--- config.mk ---
export PLATFORM = sky130hd
export DESIGN_NAME = ile_ctrl
export DESIGN_NICKNAME = d
export VERILOG_FILES = /design/src/rtl/ile_pkg.sv /design/src/rtl/ile_ctrl.sv
export SDC_FILE = /design/constraint.sdc
export NUM_CORES = 1
export LEC_CHECK = 0
export BUFFER_PORTS_ARGS = -buffer_cell sky130_fd_sc_hd__buf_2
export CAP_MARGIN = 20
export CORE_AREA = 2 2 39 41
export DETAILED_ROUTE_END_ITERATION = 8
export DIE_AREA = 0 0 41 43
export GPL_ROUTABILITY_DRIVEN = 0
export HOLD_SLACK_MARGIN = 0.03
export PLACE_DENSITY = 0.5
export SLEW_MARGIN = 10
export SYNTH_ARGS = -nofsm -noshare
export SYNTH_HDL_FRONTEND = slang
export SYNTH_SLANG_ARGS = --single-unit
--- constraint.sdc ---
create_clock -name clk -period 1.3 [get_ports clk]
set_input_delay 0.26 -clock clk [delete_from_list [all_inputs] [get_ports clk]]
set_output_delay 0.26 -clock clk [all_outputs]
set_load 0.01 [all_outputs]
--- src/rtl/ile_pkg.sv ---
// shared constants, codes and controller/datapath interface types for the list engine
package ile_pkg;

    localparam int CAPACITY = 64;
    localparam int DATA_W   = 32;
    localparam int OP_W     = 3;
    localparam int POS_W    = 7;
    localparam int LEN_W    = 7;
    localparam int FPOS_W   = 6;
    localparam int STAT_W   = 2;
    localparam int SCAN_W   = $clog2(CAPACITY);

    typedef enum logic [OP_W-1:0] {
        OP_INSERT = 3'd0,
        OP_REMOVE = 3'd1,
        OP_READ   = 3'd2,
        OP_FIND   = 3'd3,
        OP_CLEAR  = 3'd4,
        OP_FILL   = 3'd5
    } op_t;

    typedef enum logic [STAT_W-1:0] {
        ST_OK       = 2'd0,
        ST_RANGE    = 2'd1,
        ST_FULL     = 2'd2,
        ST_NOTFOUND = 2'd3
    } stat_t;

    typedef struct packed {
        logic load;
        logic apply;
        logic scan_step;
    } ile_cmd_t;

    typedef struct packed {
        logic need_scan;
        logic scan_last;
    } ile_sts_t;

endpackage

--- src/rtl/ile_ctrl.sv ---
// controller state machine: sequences request capture, update, scan and result strobe
module ile_ctrl (
    input  logic            clk,
    input  logic            rst_n,
    input  logic            start,
    input  ile_pkg::ile_sts_t sts,
    output ile_pkg::ile_cmd_t cmd,
    output logic            busy,
    output logic            done
);
    import ile_pkg::*;

    typedef enum logic [3:0] {
        S_IDLE  = 4'b0001,
        S_APPLY = 4'b0010,
        S_SCAN  = 4'b0100,
        S_RESP  = 4'b1000
    } state_t;

    state_t state_reg;
    state_t state_next;

    always_ff @(posedge clk or negedge rst_n)
    begin
        if (!rst_n)
        begin
            state_reg <= S_IDLE;
        end
        else
        begin
            state_reg <= state_next;
        end
    end

    always_comb
    begin
        state_next    = state_reg;
        cmd.load      = 1'b0;
        cmd.apply     = 1'b0;
        cmd.scan_step = 1'b0;
        busy          = 1'b1;
        done          = 1'b0;
        case (state_reg)
            S_IDLE:
            begin
                busy = 1'b0;
                if (start)
                begin
                    cmd.load   = 1'b1;
                    state_next = S_APPLY;
                end
            end
            S_APPLY:
            begin
                cmd.apply  = 1'b1;
                state_next = sts.need_scan ? S_SCAN : S_RESP;
            end
            S_SCAN:
            begin
                cmd.scan_step = 1'b1;
                if (sts.scan_last)
                begin
                    state_next = S_RESP;
                end
            end
            S_RESP:
            begin
                done       = 1'b1;
                state_next = S_IDLE;
            end
            default:
            begin
                state_next = S_IDLE;
            end
        endcase
    end

endmodule

; Word-level counts from Yosys, hierarchy flattened
; Cells that the tools add are included.
; Widths: inputs -> output; s select.
[classes]
eq_ne = 6
muxes = 10
reduce_logical = 1
[op_table]
columns = cell, count
row1 = $mux 4, 3
row2 = $pmux 4 s3, 1
row3 = $mux 1, 6
row4 = $eq 4x1->1 const B, 1
row5 = $eq 4x2->1 const B, 1
row6 = $eq 4x3->1 const B, 1
row7 = $eq 4x4->1 const B, 1
row8 = $ne 2x2->1 const B, 2
row9 = $reduce_and 2->1, 1
[totals]
regBits = 4
input_bits = 5
output_inout_bits = 5
wordCells = 18

; Depth between registers and ports, before layout
; Gate-level depths: netlist of run 1.
[logic_depth]
ltp_word = 3
mapped_depth = 3

; Worst setup path after synthesis of run 1
; Ideal clock, no wire load.
[synth_path]
path_type = flip-flop to output port
from = register state_reg[0]
to = output port cmd[2] in the netlist's numbering
arrival_ns = 1.339
t_required_ns = 1.040
slack_ns = -0.299
stages_incl_launch_ff = 4
n_path_buf = 1
path_cell_list = dfstp_2 clkbuf_2 or4b_4 nor2_1
[synth_lines]
columns = element, line
row1 = from (decl), ile_ctrl.sv:20  ; state_t state_reg;
row2 = from (signal assigned), ile_ctrl.sv:31  ; state_reg <= state_next;
row3 = to (decl), ile_ctrl.sv:7  ; output ile_pkg::ile_cmd_t cmd,

==> flow_metrics.env, run 1 <==
export IMPL_grt_max_degree=11
export IMPL_rows=14
export IMPL_routed_wl_um=615
export IMPL_cp_data_required_time_ns=1.04
export IMPL_area_delta_synth_final_pct=69.8
export IMPL_clock_skew_ns=0.00277
export IMPL_grt_total_usage_pct=8.99
export IMPL_reg2reg_from="state_reg[2]$_DFFE_PN0P_"
export IMPL_hold_viol_final=0
export IMPL_yosysMostFrequentCell="dfrtp_1"
export IMPL_slew_viol_final=0
export IMPL_use_met3_pct=3.14
export IMPL_totalPowerFinal_uw=807
export IMPL_synth_top_area_share_pct=29.7
export IMPL_ys_warn_count=0
export IMPL_slew_headroom_pct=79.7
export IMPL_port_buffer_count=9
export IMPL_critPathMaxFanout=3
export IMPL_max_freq_ghz=0.591
export IMPL_reg2reg_depth=3
export IMPL_fin_crit_ns=1.69
export IMPL_start_util_pct=18.3
export IMPL_worstPathArrival_ns=1.43
export IMPL_met1_usage_pct=11.5
export IMPL_dpl_hpwl_um=414
export IMPL_routedWlPerCell_um=10.8
export IMPL_maxCapViolCount=0
export IMPL_die_h_um=43
export IMPL_synth_edf_count=0
export IMPL_avgSynthCellArea_um2=10.1
export IMPL_outcome="finished with violations"
export IMPL_postCtsSetupBuffers=0
export IMPL_hold_slack_ns=0.291
export IMPL_dr_pass1_iters=3
export IMPL_cp_start_kind="flip-flop"
export IMPL_preCtsSetupSlack_ns=-0.157
export IMPL_grt_use_met2_pct=11.3
export IMPL_synth_area_leaders="dfrtp_1 (30%), dfstp_2 (10%), nor4b_1 (6.9%), or3b_1 (6.9%), a211oi_1 (5.9%)"
export IMPL_clockRootBuffer="clkbuf_4"
export IMPL_placed_cell_area_um2=334
export IMPL_cellPowerDensity_nw_per_um2=1880
export IMPL_endpoint="cmd[2]"
export IMPL_drt_iter0_markers=2
export IMPL_ir_drop_uv=531
export IMPL_fin_crit_sh_pct=130
export IMPL_setup_worst_path_end_class="output port"
export IMPL_path_clk_slew_ns=0.04
export IMPL_die_x_um=41
export IMPL_violations="negative setup slack"
export IMPL_synth_xor_area_share_pct=0
export IMPL_clockBufferDepth=2
export IMPL_grt_overflow_total=0
export IMPL_cts_sink_count=4
export IMPL_antenna_found_initial=0
export IMPL_remaining_drc_errors=0
export IMPL_largest_reg_flops=4
export IMPL_crit_start="state_reg[0]$_DFFE_PN1P_"
export IMPL_grt_pass1_wl_um=986
export IMPL_ff2ff_setup_slack_ns=0.09
export IMPL_p_leak_nw=0.179
export IMPL_fin_nets=47
export IMPL_design_area_um2=429
export IMPL_setup_violations_final=5
export IMPL_antenna_cells=0
export IMPL_worst_pin_slew_ns=0.300
export IMPL_fin_tns_setup_ns=-1.17
export IMPL_synth_top_family_by_area="simple AND/OR/NAND/NOR gates"
export IMPL_ys_types=16
export IMPL_die_area_um2=1760
export IMPL_cts_buffers=3
export IMPL_rsz0062_at_grt="yes"
export IMPL_ys_ff_latch=4
export IMPL_syn_area_um2=253
export IMPL_via_per_inst=4.49
export IMPL_synth_seq_area_share_pct=40.1
export IMPL_setup_ws_ns=-0.393
export IMPL_routed_via_count=256
export IMPL_cts_tree="yes"
export IMPL_grt_busiest_layer="met1"
export IMPL_synth_compound_gate_area_share_pct=11.4
export IMPL_r2r_end="state_reg[3]$_DFFE_PN0P_"
export IMPL_synth_top_cell_by_area="dfrtp_1"
export IMPL_antenna_left=0
export IMPL_ctsHtreeMaxLevel=1
export IMPL_synthAdderAreaFrac_pct=0
export IMPL_drive_above_1_share_pct=58.5
export IMPL_syn_nets=30
export IMPL_whs_path_depth=3
export IMPL_synth_cells=25
export IMPL_clock_latency_ns=0.24
export IMPL_async_flop_share_pct=100
export IMPL_synth_top_flop_cell="dfrtp_1"
export IMPL_holdCritPathClass="in -> reg"
export IMPL_yosys_area_share_simple_pct=37.1
export IMPL_ios=10
export IMPL_critPathKind="reg -> out"
export IMPL_grt_pass1_vias=251
export IMPL_core_um2=1380
export IMPL_synthMuxAreaShare_pct=0
[how the worst min path moves through the flow]
| stage | startpoint | end | slack, ns |
|---|---|---|---|
| after global routing | sts[0] | state_reg[2]$_DFFE_PN0P_ | 0.31 |
| final | sts[0] | state_reg[2]$_DFFE_PN0P_ | 0.29 |
| after floorplan | rst_n | state_reg[1]$_DFFE_PN0P_ | -0.04 |
| after global placement | rst_n | state_reg[1]$_DFFE_PN0P_ | 0.07 |
| after detailed placement | rst_n | state_reg[2]$_DFFE_PN0P_ | 0.07 |
| after CTS | sts[0] | state_reg[2]$_DFFE_PN0P_ | 0.29 |
[placed cells by master (no fill, tap or decap)]
cell type      Yosys  routed
nor4_4             0       1
clkbuf_4           0       3
buf_4              0       1
inv_1              2       2
buf_6              1       4
nor2_4             0       1
dfrtp_1            3       3
and3b_2            1       1
nand3b_1           2       2
buf_2              0       9
nor4b_2            0       1
or3b_1             2       2
dlygate4sd3_1      0       1
nor2_1             2       1
clkbuf_1           0       1
o311ai_0           1       1
a211oi_1           2       2
dfstp_2            1       1
o21ai_0            1       1
nor4b_4            0       1
or4b_4             1       1
nor2b_1            1       1
[cells by family (layout without fill, tap and decap cells)]
kind of cell / Yosys count / in the layout
flops: 4 / 4
compound gates: 4 / 4
simple gates: 12 / 12
buf+inv: 5 / 21
[worst max-delay path, cell delays in order, from the launching register on]
cell     delay [ns]
dfstp_2        0.51
or4b_4         0.48
nor2_4         0.10
buf_6          0.10
[final cells by class]
type                            instances  area (um^2)
Tap cell                               16         20.0
Inverter                                2         7.51
Clock buffer                            4         26.3
Timing Repair Buffer                   15          108
Fill cell                             153          955
Sequential cell                         4          101
Multi-Input combinational cell         16          166
[layer usage]
metal  share of wire (%)  wire [um]  vias up
met4                 4.4         27        0
met2                  43        266       10
met1                  47        289      118
met3                 5.0         31        3
li1                    -          -      125
met5                   0          0        -
[through the flow]
stage               std cells  util, %
floorplan                  25        -
global placement           51     24.1
detailed placement         51     24.1
CTS                        56     28.7
global route               57     31.0
finish                     57     31.0
[repair_timing]
action                                  in CTS  in global routing
endpoints found under the hold margin        4                  0
endpoints found under the setup margin       5                  5
cloned                                       0                  1
hold buffers                                 1                  0
resized for setup                            5                  4
pin swaps                                    1                  3
[report_power, final]
part	total (mW)	leakage, nW	switching, mW	internal, mW
clock	0.173	0.0150	0.0574	0.116
combinational	0.438	0.112	0.219	0.220
sequential	0.196	0.0512	0.0230	0.173
total	0.807	0.179	0.299	0.508
Note: power is estimated with default switching activity, not from simulation.
==> run 2: changes to the inputs <==
--- a/config.mk
+++ b/config.mk
@@ -10,9 +10,9 @@
 export CORE_AREA = 2 2 39 41
 export DETAILED_ROUTE_END_ITERATION = 8
 export DIE_AREA = 0 0 41 43
-export GPL_ROUTABILITY_DRIVEN = 0
 export HOLD_SLACK_MARGIN = 0.03
 export PLACE_DENSITY = 0.5
+export RECOVER_POWER = 50
 export SLEW_MARGIN = 10
 export SYNTH_ARGS = -nofsm -noshare
 export SYNTH_HDL_FRONTEND = slang
==> flow_metrics.env, run 2 (same netlist as run 1, synthesis figures left out) <==
export IMPL_outcome="finished with violations"
export IMPL_violations="negative setup slack"
export IMPL_postCtsSetupBuffers=0
export IMPL_die_h_um=43
export IMPL_endpoint="cmd[2]"
export IMPL_port_buffer_count=9
export IMPL_dpl_hpwl_um=414
export IMPL_maxCapViolCount=0
export IMPL_grt_busiest_layer="met1"
export IMPL_core_um2=1380
export IMPL_antenna_found_initial=0
export IMPL_cp_data_required_time_ns=1.04
export IMPL_r2r_end="state_reg[3]$_DFFE_PN0P_"
export IMPL_setup_worst_path_end_class="output port"
export IMPL_path_clk_slew_ns=0.04
export IMPL_grt_use_met2_pct=11.3
export IMPL_drt_iter0_markers=2
export IMPL_area_delta_synth_final_pct=69.3
export IMPL_cts_tree="yes"
export IMPL_grt_pass1_wl_um=986
export IMPL_start_util_pct=18.3
export IMPL_p_leak_nw=0.176
export IMPL_slew_headroom_pct=79.7
export IMPL_met1_usage_pct=11.5
export IMPL_antenna_left=0
export IMPL_worstPathArrival_ns=1.43
export IMPL_die_x_um=41
export IMPL_fin_nets=47
export IMPL_reg2reg_from="state_reg[2]$_DFFE_PN0P_"
export IMPL_ctsHtreeMaxLevel=1
export IMPL_holdCritPathClass="in -> reg"
export IMPL_cp_start_kind="flip-flop"
export IMPL_routed_wl_um=613
export IMPL_setup_violations_final=5
export IMPL_cts_buffers=3
export IMPL_grt_overflow_total=0
export IMPL_hold_viol_final=0
export IMPL_largest_reg_flops=4
export IMPL_critPathMaxFanout=3
export IMPL_clockRootBuffer="clkbuf_4"
export IMPL_worst_pin_slew_ns=0.300
export IMPL_ir_drop_uv=531
export IMPL_path_cells="or4b_4, nor2_4, buf_6"
export IMPL_routedWlPerCell_um=10.8
export IMPL_fin_crit_ns=1.69
export IMPL_gp_congestion=0.640
export IMPL_grt_total_usage_pct=8.99
export IMPL_cts_sink_count=4
export IMPL_totalPowerFinal_uw=807
export IMPL_rsz0062_at_grt="yes"
export IMPL_rows=14
export IMPL_crit_start="state_reg[0]$_DFFE_PN1P_"
export IMPL_slowest_delay_ns=0.51
export IMPL_layout_cells_non_filler=57
export IMPL_remaining_drc_errors=0
export IMPL_clockBufferDepth=2
export IMPL_reg2reg_depth=3
export IMPL_critPathKind="reg -> out"
export IMPL_clock_latency_ns=0.24
export IMPL_use_met3_pct=3.14
export IMPL_fin_tns_setup_ns=-1.17
export IMPL_dp_cells=51
export IMPL_cellPowerDensity_nw_per_um2=1890
export IMPL_worst_path_max_delay_cell="dfstp_2"
export IMPL_ios=10
export IMPL_via_per_inst=4.49
export IMPL_fin_crit_sh_pct=130
export IMPL_die_area_um2=1760
export IMPL_slew_viol_final=0
export IMPL_grt_max_degree=11
export IMPL_setup_ws_ns=-0.393
export IMPL_drive_above_1_share_pct=56.1
export IMPL_layout_commonest_cell="buf_2"
export IMPL_max_freq_ghz=0.591
export IMPL_layout_common_cells="buf_2 (8), buf_6 (4), clkbuf_4 (3), dfrtp_1 (3)"
export IMPL_dr_pass1_iters=3
export IMPL_ff2ff_setup_slack_ns=0.09
export IMPL_grt_pass1_vias=251
export IMPL_clock_skew_ns=0.00277
export IMPL_routed_via_count=256
export IMPL_antenna_cells=0
run 2: changes by cell type in the layout (fill, tap and decap cells not counted), sizes merged:
cell	before	now
buf	14	13
clkbuf	4	5
run 2: power breakdown:
part	internal (mW)	switching [mW]	total (mW)
Sequential	0.173	0.0230	0.196
Combinational	0.219	0.219	0.438
Clock	0.116	0.0574	0.173
run 2: worst min path at each step:
stage | cells past startpoint | slack, ns | from | endpoint
floorplan | 0 | -0.04 | rst_n | state_reg[1]$_DFFE_PN0P_
global placement | 1 | 0.07 | rst_n | state_reg[1]$_DFFE_PN0P_
detailed placement | 1 | 0.07 | rst_n | state_reg[2]$_DFFE_PN0P_
CTS | 3 | 0.29 | sts[0] | state_reg[2]$_DFFE_PN0P_
global route | 3 | 0.31 | sts[0] | state_reg[2]$_DFFE_PN0P_
finish | 3 | 0.29 | sts[0] | state_reg[2]$_DFFE_PN0P_
run 2: metrics by stage:
stage,instance area (um^2),util [%],setup slack [ns],hold WS [ns]
3_5_place_dp,334,24.1,-0.157,0.0691
5_1_grt,428,30.9,-0.436,0.308
3_3_place_gp,334,24.1,-0.143,0.0720
6_report,428,30.9,-0.393,0.291
2_1_floorplan,269,-,-0.216,-0.0356
4_1_cts,397,28.7,-0.404,0.290
run 2: layer usage:
layer	part of all wire, %	vias to the layer above	wire length (um)
li1	-	125	-
met1	46	118	283
met2	43	10	266
met3	5.7	3	35
met4	4.4	0	27
met5	0	-	0
run 2: layout make-up:
type,count,area (um^2)
tap,16,20.0
multi-input combinational,16,166
timing repair buffer,15,106
sequential,4,101
fill,152,956
clock buffer,4,26.3
inverter,2,7.51
run 2: what timing repair did:
action | 4_1_cts | 5_1_grt
resized for setup | 5 | 4
pin swaps | 1 | 3
hold endpoints to repair | 4 | 0
endpoints found under the setup margin | 5 | 5
hold buffers | 1 | 0
cloned | 0 | 1
run 2: critical path: cells and delay by family (launching register included):
family | cells | cell delay, ns
flops | 1 | 0.51
simple gates | 2 | 0.58
buf+inv | 1 | 0.10
